==> config.mk <==
export PLATFORM = sky130hd
export DESIGN_NAME = archive_entry_name_guard
export DESIGN_NICKNAME = d
export VERILOG_FILES = /design/src/rtl/aeng_pkg.sv /design/src/rtl/archive_entry_name_guard.sv /design/src/rtl/aeng_front.sv /design/src/rtl/aeng_queue.sv /design/src/rtl/aeng_back.sv
export SDC_FILE = /design/constraint.sdc
export NUM_CORES = 1
export LEC_CHECK = 0
export ABC_AREA = 0
export BUFFER_PORTS_ARGS = -buffer_cell sky130_fd_sc_hd__buf_2
export CAP_MARGIN = 20
export CORE_MARGIN = 8
export CORE_UTILIZATION = 35
export CTS_CLUSTER_DIAMETER = 50
export DETAILED_ROUTE_END_ITERATION = 7
export PLACE_DENSITY = 0.52
export SYNTH_ARGS = -nofsm -noshare
export SYNTH_HDL_FRONTEND = slang
export SYNTH_SLANG_ARGS = --single-unit
==> constraint.sdc <==
create_clock -name clk -period 3.8 [get_ports clk]
set_input_delay 0.19 -clock clk [delete_from_list [all_inputs] [get_ports clk]]
set_output_delay 0.19 -clock clk [all_outputs]
set_load 0.01 [all_outputs]
==> src/rtl/aeng_pkg.sv <==
// Package for the archive entry name guard.
// Holds request and verdict types, the classified byte type, reason codes and
// character constants. No dependencies.
package aeng_pkg;

	localparam int NAME_LIMIT_DEF = 4096;
	localparam int MAX_LEN_W      = 13;
	localparam int QUEUE_DEPTH    = 4;

	localparam logic [MAX_LEN_W-1:0] MAX_LEN_RESET = MAX_LEN_W'(4096);

	localparam logic [7:0] CH_NUL    = 8'h00;
	localparam logic [7:0] CH_SPACE  = 8'h20;
	localparam logic [7:0] CH_DOT    = 8'h2E;
	localparam logic [7:0] CH_SLASH  = 8'h2F;
	localparam logic [7:0] CH_COLON  = 8'h3A;
	localparam logic [7:0] CH_BSLASH = 8'h5C;
	localparam logic [7:0] CH_LOW_A  = 8'h61;
	localparam logic [7:0] CH_LOW_Z  = 8'h7A;
	localparam logic [7:0] CH_ONE    = 8'h31;
	localparam logic [7:0] CH_NINE   = 8'h39;
	localparam logic [7:0] CASE_GAP  = 8'h20;

	localparam logic [23:0] DEV_CON = "CON";
	localparam logic [23:0] DEV_PRN = "PRN";
	localparam logic [23:0] DEV_AUX = "AUX";
	localparam logic [23:0] DEV_NUL = "NUL";
	localparam logic [23:0] DEV_COM = "COM";
	localparam logic [23:0] DEV_LPT = "LPT";

	typedef enum logic [3:0] {
		REASON_OK       = 4'd0,
		REASON_EMPTY    = 4'd1,
		REASON_TOO_LONG = 4'd2,
		REASON_NUL      = 4'd3,
		REASON_ABSOLUTE = 4'd4,
		REASON_DRIVE    = 4'd5,
		REASON_PARENT   = 4'd6,
		REASON_TRAILING = 4'd7,
		REASON_DEVICE   = 4'd8
	} reason_t;

	typedef enum logic [1:0] {
		FAULT_NONE     = 2'd0,
		FAULT_PARENT   = 2'd1,
		FAULT_TRAILING = 2'd2,
		FAULT_DEVICE   = 2'd3
	} fault_t;

	typedef struct packed {
		logic [7:0] name_byte;
		logic       no_byte;
		logic       last;
	} in_item_t;

	typedef struct packed {
		logic       accepted;
		logic [3:0] reason;
	} out_item_t;

	// One request after classification, as it travels through the queue.
	typedef struct packed {
		logic [7:0] upper;
		logic       has_byte;
		logic       last;
		logic       is_slash;
		logic       is_dot;
		logic       is_space;
		logic       is_nul;
		logic       is_colon;
	} cls_item_t;

endpackage

==> src/rtl/archive_entry_name_guard.sv <==
// Archive entry name guard, top level: at most one name byte per request, one verdict per name.
// Throughput one request per cycle while in_stall is low. The verdict is registered at the
// edge that pops the last request of a name from the queue. A stalled output holds only a
// request that ends a name; behind it the queue fills and the front stalls. Reset clears the
// queue pointers, the name state and the output valid, and sets max_name_len to 4096.
// Depends on aeng_pkg, aeng_front, aeng_queue and aeng_back.
module archive_entry_name_guard import aeng_pkg::*; #(
	parameter int NAME_LIMIT = NAME_LIMIT_DEF
) (
	input  logic                 clk,
	input  logic                 arst_n,
	input  logic                 cfg_we,
	input  logic [MAX_LEN_W-1:0] cfg_wdata,
	input  logic                 in_valid,
	output logic                 in_stall,
	input  in_item_t             in_item,
	output logic                 out_valid,
	input  logic                 out_stall,
	output out_item_t            out_item
);

	logic [MAX_LEN_W-1:0] max_name_len_q;
	logic                 q_full;
	logic                 q_push;
	cls_item_t            q_in;
	logic                 q_pop;
	logic                 q_head_valid;
	cls_item_t            q_head;

	always_ff @(posedge clk or negedge arst_n) begin
		if (!arst_n) begin
			max_name_len_q <= MAX_LEN_RESET;
		end else if (cfg_we) begin
			max_name_len_q <= cfg_wdata;
		end
	end

	aeng_front u_front (
		.in_valid (in_valid),
		.in_stall (in_stall),
		.in_item  (in_item),
		.q_full   (q_full),
		.q_push   (q_push),
		.q_data   (q_in)
	);

	aeng_queue #(
		.DEPTH (QUEUE_DEPTH)
	) u_queue (
		.clk        (clk),
		.arst_n     (arst_n),
		.push       (q_push),
		.push_data  (q_in),
		.full       (q_full),
		.pop        (q_pop),
		.head_valid (q_head_valid),
		.head_data  (q_head)
	);

	aeng_back #(
		.NAME_LIMIT (NAME_LIMIT)
	) u_back (
		.clk          (clk),
		.arst_n       (arst_n),
		.max_name_len (max_name_len_q),
		.head_valid   (q_head_valid),
		.head_data    (q_head),
		.pop          (q_pop),
		.out_valid    (out_valid),
		.out_stall    (out_stall),
		.out_item     (out_item)
	);

endmodule

==> src/rtl/aeng_front.sv <==
// Front end of the archive entry name guard: takes requests, folds case and
// backslash, flags the special characters and pushes into the queue.
// Depends on aeng_pkg.
module aeng_front import aeng_pkg::*; (
	input  logic      in_valid,
	output logic      in_stall,
	input  in_item_t  in_item,
	input  logic      q_full,
	output logic      q_push,
	output cls_item_t q_data
);

	logic [7:0] ch;

	always_comb begin
		ch = (in_item.name_byte == CH_BSLASH) ? CH_SLASH : in_item.name_byte;
		q_data.upper    = (ch >= CH_LOW_A && ch <= CH_LOW_Z) ? ch - CASE_GAP : ch;
		q_data.has_byte = !in_item.no_byte;
		q_data.last     = in_item.last;
		q_data.is_slash = (ch == CH_SLASH);
		q_data.is_dot   = (ch == CH_DOT);
		q_data.is_space = (ch == CH_SPACE);
		q_data.is_nul   = (ch == CH_NUL);
		q_data.is_colon = (ch == CH_COLON);
	end

	assign in_stall = q_full;
	// drop byteless requests that do not end a name
	assign q_push = in_valid && !q_full && (in_item.last || !in_item.no_byte);

endmodule

==> src/rtl/aeng_queue.sv <==
// Short queue between front and back of the archive entry name guard.
// Register file with read and write pointers and a fill count.
// Depends on aeng_pkg.
module aeng_queue import aeng_pkg::*; #(
	parameter int DEPTH = QUEUE_DEPTH
) (
	input  logic      clk,
	input  logic      arst_n,
	input  logic      push,
	input  cls_item_t push_data,
	output logic      full,
	input  logic      pop,
	output logic      head_valid,
	output cls_item_t head_data
);

	localparam int PTR_W = (DEPTH > 1) ? $clog2(DEPTH) : 1;
	localparam int CNT_W = $clog2(DEPTH + 1);
	localparam logic [PTR_W-1:0] PTR_LAST = PTR_W'(DEPTH - 1);
	localparam logic [CNT_W-1:0] CNT_FULL = CNT_W'(DEPTH);

	cls_item_t        slot_q [DEPTH];
	logic [PTR_W-1:0] wr_ptr_q;
	logic [PTR_W-1:0] rd_ptr_q;
	logic [CNT_W-1:0] count_q;

	assign full       = (count_q == CNT_FULL);
	assign head_valid = (count_q != '0);
	assign head_data  = slot_q[rd_ptr_q];

	always_ff @(posedge clk) begin
		if (push) begin
			slot_q[wr_ptr_q] <= push_data;
		end
	end

	always_ff @(posedge clk or negedge arst_n) begin
		if (!arst_n) begin
			wr_ptr_q <= '0;
			rd_ptr_q <= '0;
			count_q  <= '0;
		end else begin
			if (push) begin
				wr_ptr_q <= (wr_ptr_q == PTR_LAST) ? '0 : wr_ptr_q + 1'b1;
			end
			if (pop) begin
				rd_ptr_q <= (rd_ptr_q == PTR_LAST) ? '0 : rd_ptr_q + 1'b1;
			end
			case ({push, pop})
				2'b10:   count_q <= count_q + 1'b1;
				2'b01:   count_q <= count_q - 1'b1;
				default: count_q <= count_q;
			endcase
		end
	end

	a_no_overflow: assert property (@(posedge clk) disable iff (!arst_n)
		full |-> !push)
		else $error("queue pushed while full");

	a_no_underflow: assert property (@(posedge clk) disable iff (!arst_n)
		!head_valid |-> !pop)
		else $error("queue popped while empty");

endmodule

==> src/rtl/aeng_back.sv <==
// Back end of the archive entry name guard: walks the classified bytes,
// tracks name and component state and registers one verdict per name.
// Depends on aeng_pkg.
module aeng_back import aeng_pkg::*; #(
	parameter int NAME_LIMIT = NAME_LIMIT_DEF
) (
	input  logic                 clk,
	input  logic                 arst_n,
	input  logic [MAX_LEN_W-1:0] max_name_len,
	input  logic                 head_valid,
	input  cls_item_t            head_data,
	output logic                 pop,
	output logic                 out_valid,
	input  logic                 out_stall,
	output out_item_t            out_item
);

	localparam int LEN_W = $clog2(NAME_LIMIT + 2);
	localparam int CMP_W = (LEN_W > MAX_LEN_W) ? LEN_W : MAX_LEN_W;
	localparam logic [LEN_W-1:0] LEN_CAP   = LEN_W'(NAME_LIMIT);
	localparam logic [CMP_W-1:0] LIMIT_CMP = CMP_W'(NAME_LIMIT);

	typedef struct packed {
		logic [1:0]      len;
		logic            all_dots;
		logic            last_dot;
		logic            last_space;
		logic [3:0][7:0] stem;
		logic [2:0]      stem_len;
		logic            stem_closed;
	} comp_t;

	localparam comp_t COMP_CLEAR = '{len: 2'd0, all_dots: 1'b1, last_dot: 1'b0,
		last_space: 1'b0, stem: '0, stem_len: 3'd0, stem_closed: 1'b0};

	function automatic logic is_device(input comp_t c);
		logic [23:0] head3;
		logic        three;
		logic        four;
		head3 = {c.stem[0], c.stem[1], c.stem[2]};
		three = (c.stem_len == 3'd3) && (head3 == DEV_CON || head3 == DEV_PRN ||
			head3 == DEV_AUX || head3 == DEV_NUL);
		four  = (c.stem_len == 3'd4) && c.stem[3] >= CH_ONE && c.stem[3] <= CH_NINE &&
			(head3 == DEV_COM || head3 == DEV_LPT);
		return three || four;
	endfunction

	function automatic fault_t comp_code(input comp_t c);
		fault_t f;
		f = FAULT_NONE;
		if (c.len != 2'd0) begin
			if (c.len == 2'd2 && c.all_dots) begin
				f = FAULT_PARENT;
			end else if ((c.last_dot || c.last_space) && !(c.len == 2'd1 && c.last_dot)) begin
				f = FAULT_TRAILING;
			end else if (is_device(c)) begin
				f = FAULT_DEVICE;
			end
		end
		return f;
	endfunction

	logic [LEN_W-1:0] name_len_q, n_name_len;
	logic             saw_nul_q, n_saw_nul;
	logic             saw_abs_q, n_saw_abs;
	logic             saw_drive_q, n_saw_drive;
	fault_t           fault_q, n_fault, fin_fault;
	comp_t            comp_q, n_comp;
	logic             out_valid_q;
	out_item_t        out_q;
	logic [CMP_W-1:0] limit;
	reason_t          reason;

	assign limit = (CMP_W'(max_name_len) < LIMIT_CMP) ? CMP_W'(max_name_len) : LIMIT_CMP;

	always_comb begin
		n_name_len  = name_len_q;
		n_saw_nul   = saw_nul_q;
		n_saw_abs   = saw_abs_q;
		n_saw_drive = saw_drive_q;
		n_fault     = fault_q;
		n_comp      = comp_q;
		if (head_data.has_byte) begin
			if (name_len_q == '0 && head_data.is_slash) begin
				n_saw_abs = 1'b1;
			end
			if (name_len_q == LEN_W'(1) && head_data.is_colon) begin
				n_saw_drive = 1'b1;
			end
			if (head_data.is_nul) begin
				n_saw_nul = 1'b1;
			end
			if (name_len_q <= LEN_CAP) begin
				n_name_len = name_len_q + 1'b1;
			end
			if (head_data.is_slash) begin
				if (fault_q == FAULT_NONE) begin
					n_fault = comp_code(comp_q);
				end
				n_comp = COMP_CLEAR;
			end else begin
				if (comp_q.len != 2'd3) begin
					n_comp.len = comp_q.len + 1'b1;
				end
				n_comp.all_dots   = comp_q.all_dots && head_data.is_dot;
				n_comp.last_dot   = head_data.is_dot;
				n_comp.last_space = head_data.is_space;
				if (!comp_q.stem_closed) begin
					if (head_data.is_dot) begin
						n_comp.stem_closed = 1'b1;
					end else begin
						for (int i = 0; i < 4; i++) begin
							if (comp_q.stem_len == 3'(i)) begin
								n_comp.stem[i] = head_data.upper;
							end
						end
						if (comp_q.stem_len != 3'd5) begin
							n_comp.stem_len = comp_q.stem_len + 1'b1;
						end
					end
				end
			end
		end

		// close the open component at the end of the name
		fin_fault = (n_fault == FAULT_NONE) ? comp_code(n_comp) : n_fault;

		if (n_name_len == '0) begin
			reason = REASON_EMPTY;
		end else if (CMP_W'(n_name_len) > limit) begin
			reason = REASON_TOO_LONG;
		end else if (n_saw_nul) begin
			reason = REASON_NUL;
		end else if (n_saw_abs) begin
			reason = REASON_ABSOLUTE;
		end else if (n_saw_drive) begin
			reason = REASON_DRIVE;
		end else begin
			case (fin_fault)
				FAULT_PARENT:   reason = REASON_PARENT;
				FAULT_TRAILING: reason = REASON_TRAILING;
				FAULT_DEVICE:   reason = REASON_DEVICE;
				default:        reason = REASON_OK;
			endcase
		end
	end

	// a byte with no verdict never waits on the output register
	assign pop = head_valid && (!head_data.last || !out_valid_q || !out_stall);

	always_ff @(posedge clk or negedge arst_n) begin
		if (!arst_n) begin
			name_len_q  <= '0;
			saw_nul_q   <= 1'b0;
			saw_abs_q   <= 1'b0;
			saw_drive_q <= 1'b0;
			fault_q     <= FAULT_NONE;
			comp_q      <= COMP_CLEAR;
			out_valid_q <= 1'b0;
		end else begin
			if (pop) begin
				if (head_data.last) begin
					name_len_q  <= '0;
					saw_nul_q   <= 1'b0;
					saw_abs_q   <= 1'b0;
					saw_drive_q <= 1'b0;
					fault_q     <= FAULT_NONE;
					comp_q      <= COMP_CLEAR;
				end else begin
					name_len_q  <= n_name_len;
					saw_nul_q   <= n_saw_nul;
					saw_abs_q   <= n_saw_abs;
					saw_drive_q <= n_saw_drive;
					fault_q     <= n_fault;
					comp_q      <= n_comp;
				end
			end
			if (pop && head_data.last) begin
				out_valid_q <= 1'b1;
			end else if (!out_stall) begin
				out_valid_q <= 1'b0;
			end
		end
	end

	always_ff @(posedge clk) begin
		if (pop && head_data.last) begin
			out_q.accepted <= (reason == REASON_OK);
			out_q.reason   <= reason;
		end
	end

	assign out_valid = out_valid_q;
	assign out_item  = out_q;

	a_clear_after_verdict: assert property (@(posedge clk) disable iff (!arst_n)
		pop && head_data.last |=> name_len_q == '0 && fault_q == FAULT_NONE)
		else $error("name state not cleared after verdict");

	a_stem_needs_comp: assert property (@(posedge clk) disable iff (!arst_n)
		comp_q.len == 2'd0 |-> comp_q.stem_len == 3'd0 && !comp_q.stem_closed)
		else $error("stem state without an open component");

	a_drive_position: assert property (@(posedge clk) disable iff (!arst_n)
		saw_drive_q |-> name_len_q >= LEN_W'(2))
		else $error("drive flag set before second byte");

endmodule
==> flow_metrics.py, run 1 <==
metrics = {
    "run_status": {
        "outcome": "finished with violations",
        "violations": "negative setup slack",
    },
    "die": {
        "start_util_pct": 35.6,
        "die_w_um": 170,
        "core-area_um2": 23400,
        "ioPinCount": 35,
        "rows": 56,
        "die_area_um2": 29000,
        "die-height_um": 170,
    },
    "drt": {
        "drtAntennaViolNets": 0,
        "drtPass1Iterations": 5,
        "routed-wl-met3_um": 926,
        "drcViolationCount": 0,
        "maxUsedRoutingLayer": "met4",
        "wl_um": 23500,
        "drt-wirelength-per-cell_um": 18.0,
        "drt-initial-drc-count": 416,
        "vias_per_cell": 5.33,
        "wl_met1_um": 10700,
        "num_vias": 6976,
        "met2WireLength_um": 11300,
    },
    "timing": {
        "max_clock_freq_ghz": 0.259,
        "slew_viol_final": 0,
        "hold_viol_final": 0,
        "setup_viol": 2,
        "relSlewSlack_pct": 42.7,
        "finalWorstSetupSlack_ps": -61.5,
        "fin_skew_ps": 13.6,
        "fin_crit_sh_pct": 102,
        "rsz0062_at_grt": "true",
        "min_period_ps": 3860,
        "worst_pin_slew_ps": 859,
        "whs_ps": 38.1,
    },
    "clock_network": {
        "cts_tree": "built",
        "htreeDepth": 4,
        "numCtsBuffers": 17,
        "cts_num_sinks": 145,
        "cts_max_path_buffers": 2,
        "clk_pin_slew_ps": 70,
        "insertion_delay_ps": 440,
        "cts_root_buffer": "clkbuf_16",
    },
    "yosys": {
        "yosysWarnings": 0,
        "seq_area_frac_synth_pct": 47.5,
        "ys_seq_elements": 145,
        "synth-edff-count": 65,
        "synth_commonest_cells": "nand2_1 (82), dfrtp_1 (78), nor2_1 (72)",
        "synth.most_common_cell": "nand2_1",
        "syn_area_um2": 8340,
        "synth_cell_types": 77,
        "ys.flop_type": "dfrtp_1",
        "syn-num-nets": 871,
        "synth_top_area_share_pct": 23.4,
        "synth_top_area_cell": "dfrtp_1",
        "synth_area_per_cell_um2": 10.3,
        "synthArstFlopShare_pct": 55.2,
        "synthCells": 811,
        "synthTopCellsByArea": "dfrtp_1 (23%), edfxtp_1 (23%), ha_1 (4.7%)",
    },
    "hold_path": {
        "min_path_type": "in2reg",
        "hold_path_depth": 1,
    },
    "power": {
        "p_leak_nw": 4.43,
        "p_total_mw": 8.00,
        "peakVddDrop_mv": 0.430,
        "p_per_area_nw_per_um2": 738,
    },
    "grt": {
        "grt.total_usage_pct": 16.9,
        "grt_pass1_wl_um": 38400,
        "overflow": 0,
        "first_global_vias": 6970,
        "grt_max_degree": 63,
        "antenna_found_initial": 0,
    },
    "cells_and_area": {
        "diodes": 0,
        "drive_above_1_share_pct": 30.1,
        "nets": 1038,
        "syn2layout_area_growth_pct": 30.1,
        "instances_no_fill": 1310,
    },
    "critical_path": {
        "arrival_ps": 4050,
        "path_max_fanout": 6,
        "end_kind": "flip-flop",
        "critical_path_required_ps": 3990,
        "reg2reg_depth": 14,
        "worstSetupPathType": "reg2reg",
        "startpoint_type": "flip-flop",
    },
    "placement": {
        "place_inst": 1248,
        "io_buffers": 34,
        "gp_congestion": 0.888,
        "hpwl_um": 16500,
        "pre_cts_ws_ps": -387,
    },
    "job": {
        "cap_violations": 0,
    },
}
-- state kept, by name (all words and copies together) (netlist names) --
register,count
u_queue.slot_q,60
u_queue.wr_ptr_q,2
u_back.out_item,5
u_back.name_len_q,13
u_queue.rd_ptr_q,2
u_back.saw_drive_q,1
u_back.comp_q,41
u_back.saw_nul_q,1
u_back.fault_q,2
u_queue.count_q,3
max_name_len_q,13
u_back.saw_abs_q,1
u_back.out_valid,1
-- path summary, 6_finish.rpt --
path,slack [ps],endpoint,from
setup / recovery,-60,u_back.out_item[0],u_queue.rd_ptr_q[0]
hold / removal,40,u_queue.slot_q[3][10],in_item[5]
setup reg to reg,-60,u_back.out_item[0],u_queue.rd_ptr_q[0]
hold reg to reg,490,u_queue.count_q[2],u_queue.count_q[2]
max in group asynchronous,2630,u_back.comp_q[35],arst_n
min in group asynchronous,400,u_back.comp_q[23],arst_n
-- stage by stage --
stage	utilization, %	cell area (um2)	TNS [ps]
final	46.3	10800	-96.1
after global routing	46.3	10800	-667
after CTS	45.7	10700	-138
after detailed placement	41.3	9680	-1420
after global placement	41.3	9680	-1250
after floorplan	-	8350	0
-- critical path, cell delays in order (launching register included) --
cell       delay (ps)
dfrtp_2           400
mux4_2            610
buf_6             160
or4b_4            550
nor2_4            140
o211ai_1          180
nor4bb_2          300
nand3_1           170
o2bb2ai_4         200
nor4_4             80
or2_1             210
ha_2              180
o21ai_1           120
a21oi_1            70
or2_4             220
-- layer usage --
metal / GRT usage [%] / vias up
met5: 0 / -
met4: 6.37 / 0
met3: 3.17 / 45
met2: 27.9 / 171
met1: 21.8 / 3387
li1: - / 3373
-- where the power goes --
part           internal (mW)  total (mW)  switching [mW]
Sequential              1.95        2.14           0.186
Combinational           1.79        4.15            2.36
Clock                  0.937        1.70           0.768
-- logic make-up (layout without fill, tap and decap cells) --
kind of cell / count (synthesis) / count (layout) / synth area share (%)
muxes: 42 / 43 / 7.59
buffers and inverters: 65 / 244 / 3.26
and+or+nand+nor: 317 / 317 / 20.1
AOI/OAI and AO/OA: 196 / 196 / 15.2
xor gates and xnor gates: 14 / 14 / 1.47
DFF: 145 / 145 / 47.5
adders and majority gates: 32 / 32 / 4.89
-- area by class of cell --
type                    instances  area (um2)
clock buffers                  18         429
clock inverters                14         159
fillers                      2243       12600
inverters                      25        93.8
multi-input cells             602        4430
flip-flops and latches        145        3960
well taps                     319         399
repair buffers                187        1380
-- what timing repair did --
item / CTS / global route
resized for setup: 51 / 17
hold endpoints to repair: 77 / 0
setup buffers: 5 / 9
setup endpoints to repair: 5 / 5
hold buffers: 16 / 0
pin swaps: 23 / 15
cloned: 1 / 0
-- placed cells by master, fill, tap and decap left out, types with 13 or more instances in the layout --
master         Yosys  routed
a21oi_1           45      43
a22o_1            19      18
buf_2              4      33
buf_4              0     135
clkbuf_16          0      17
dfrtp_1           78      76
dlygate4sd3_1      0      16
edfxtp_1          65      65
ha_1              31      30
inv_1             25      23
mux2_2            16      15
mux4_2            14      16
nand2_1           82      82
nand2b_1          14      13
nand3_1           16      16
nand4_1           18      18
nor2_1            72      64
nor3_1            23      22
o21ai_0           55      52
Power figures use the tool's default switching activity.
==> run 2, diff against run 1 <==
--- a/config.mk
+++ b/config.mk
@@ -6,7 +6,7 @@
 export NUM_CORES = 1
 export LEC_CHECK = 0
 export ABC_AREA = 0
-export BUFFER_PORTS_ARGS = -buffer_cell sky130_fd_sc_hd__buf_2
+export BUFFER_PORTS_ARGS = -buffer_cell sky130_fd_sc_hd__clkbuf_2
 export CAP_MARGIN = 20
 export CORE_MARGIN = 8
 export CORE_UTILIZATION = 35
==> run 2 against run 1 <==
Net effect: final area is 0.33% higher; routed wire length up 1.3%; first-iteration DRC count increased by 2.2%; clock skew up 7.5 ps; worst setup slack got worse by 60 ps; global-route usage shrank 0.17 points; power is 1.2% higher; highest routed layer is now met5; the run still ends with negative setup slack left; critical endpoint unchanged; maximum frequency fell by 1.5%; clock power barely moved; critical path depth grew 4; largest cell class unchanged; sequential share of layout area decreased by 0.12 points.
==> flow_metrics.py, run 2 (synthesis results as in run 1) <==
metrics = {
    "cells_and_area": {
        "fill_cells": 2197,
        "syn2layout_area_growth_pct": 30.5,
        "diodes": 0,
        "largest_reg_flops": 60,
        "drive_above_1_share_pct": 30.5,
        "nets": 1037,
        "regMostFlops": "u_queue.slot_q",
        "layout_commonest_cell": "buf_4",
        "final_cell_mix": "buf_4 (130), nand2_1 (82), dfrtp_1 (76), nor2_1 (65), edfxtp_1 (65)",
        "reg_top3": "u_queue.slot_q x60, u_back.comp_q x41",
    },
    "die": {
        "die_area_um2": 29000,
        "ioPinCount": 35,
        "die-height_um": 170,
        "die_w_um": 170,
        "rows": 56,
        "start_util_pct": 35.6,
        "core-area_um2": 23400,
    },
    "power": {
        "p_int_mw": 4.74,
        "p_leak_nw": 4.43,
        "net-switching-power_mw": 3.36,
        "power.share.sequential_pct": 26.6,
        "combPwrFrac_pct": 52.0,
        "p_per_area_nw_per_um2": 744,
        "p_total_mw": 8.09,
        "p_clk_share_pct": 21.4,
        "swShare_pct": 41.5,
        "peakVddDrop_mv": 0.465,
    },
    "clock_network": {
        "htreeDepth": 4,
        "cts_num_sinks": 145,
        "clk_pin_slew_ps": 70,
        "insertion_delay_ps": 440,
        "cts_max_path_buffers": 2,
        "cts_tree": "built",
        "cts_root_buffer": "clkbuf_16",
        "numCtsBuffers": 17,
    },
    "timing": {
        "worst_pin_slew_ps": 864,
        "slew_viol_final": 0,
        "setup_viol": 4,
        "fin_skew_ps": 21.2,
        "setup_tns_ps": -311,
        "min_period_ps": 3920,
        "rsz0062_at_grt": "true",
        "relSlewSlack_pct": 42.4,
        "fin_crit_sh_pct": 103,
        "max_clock_freq_ghz": 0.255,
        "hold_viol_final": 0,
        "finalWorstSetupSlack_ps": -122,
    },
    "grt": {
        "grt.total_usage_pct": 16.8,
        "use_met2_pct": 28.0,
        "busiest_layer": "met2",
        "grt_max_degree": 62,
        "antenna_found_initial": 1,
        "first_global_vias": 6934,
        "globalRouteMet3Util_pct": 2.97,
        "overflow": 0,
        "grt_use_met1_pct": 21.6,
        "grt_pass1_wl_um": 38100,
    },
    "critical_path": {
        "end_kind": "flip-flop",
        "critical_path_required_ps": 3980,
        "arrival_ps": 4100,
        "reg2reg_depth": 18,
        "rrSetupSlack_ps": -120,
        "crit_start": "u_queue.rd_ptr_q[0]",
        "reg2reg_from": "u_queue.rd_ptr_q[0]",
        "worstSetupPathType": "reg2reg",
        "rr_endpoint": "u_back.out_item[0]",
        "setup.worst_path.end": "u_back.out_item[0]",
        "startpoint_type": "flip-flop",
        "path_max_fanout": 6,
    },
    "drt": {
        "num_vias": 6925,
        "vias_per_cell": 5.29,
        "drtAntennaViolNets": 0,
        "drtPass1Iterations": 5,
        "drcViolationCount": 0,
        "wl_um": 23800,
        "drt-initial-drc-count": 425,
        "drt-wirelength-per-cell_um": 18.2,
    },
    "placement": {
        "hpwl_um": 16600,
        "gp_congestion": 0.904,
        "io_buffers": 34,
    },
    "run_status": {
        "violations": "negative setup slack",
        "outcome": "finished with violations",
    },
    "job": {
        "cap_violations": 0,
    },
    "hold_path": {
        "min_path_type": "in2reg",
    },
}
-- run 2: worst max-delay path, cell delays in order, from the launching register on --
cell	delay (ps)
dfrtp_2	440
buf_6	130
mux4_2	540
buf_6	170
nor3b_4	150
buf_4	150
mux2i_4	190
nor2_1	210
buf_4	170
nor3_1	40
a31oi_1	230
nor2_2	100
nor4_1	300
a21oi_2	150
buf_4	170
ha_4	150
o21ai_2	100
a21oi_1	70
or2_4	220
-- run 2: how the worst min path moves through the flow --
stage | from | endpoint | slack, ps | depth (start not counted)
floorplan | arst_n | max_name_len_q[0] | -110 | 0
global route | in_item[5] | u_queue.slot_q[3][10] | 50 | 1
CTS | in_item[5] | u_queue.slot_q[0][10] | 30 | 1
finish | in_item[5] | u_queue.slot_q[0][10] | 40 | 1
detailed placement | arst_n | u_back.comp_q[4] | 350 | 1
global placement | arst_n | u_back.comp_q[5] | 350 | 1
-- run 2: power by group through the flow --
stage	clock [mW]	combinational, mW	sequential, mW
floorplan	0	2.22	2.12
global placement	0	3.77	2.17
detailed placement	0	3.77	2.17
CTS	1.78	4.02	2.15
global route	1.82	4.57	2.18
finish	1.73	4.21	2.15
-- run 2: routing by layer --
| layer | up-vias | share of wire (%) |
|---|---|---|
| li1 | 3377 | - |
| met1 | 3378 | 46 |
| met2 | 136 | 49 |
| met3 | 32 | 3.7 |
| met4 | 2 | 1.7 |
| met5 | - | 0.055 |
-- run 2: layout make-up --
class / instances / area, um2 / area share, %
flip-flops and latches: 145 / 3960 / 36.4
well taps: 319 / 399 / 3.67
clock buffers: 18 / 439 / 4.04
inverters: 25 / 93.8 / 0.863
multi-input cells: 602 / 4440 / 40.8
clock inverters: 14 / 168 / 1.54
repair buffers: 186 / 1380 / 12.7
-- run 2: timing repair --
item	4_1_cts	5_1_grt
gates cloned	1	1
pin swaps	16	10
hold buffers	16	0
setup endpoints to repair	5	5
resized for setup	40	27
setup buffers	6	5
hold endpoints to repair	76	0
-- run 2: per-stage QoR --
step	instance area, um2	hold WS (ps)	cells	setup slack (ps)	utilization (%)
2_1_floorplan	8350	-106	811	3.71	-
3_3_place_gp	9680	349	1248	-338	41.3
3_5_place_dp	9680	349	1248	-321	41.3
4_1_cts	10700	31.5	1303	-68.2	45.7
5_1_grt	10900	48.3	1309	-231	46.5
6_report	10900	44.8	1309	-122	46.5
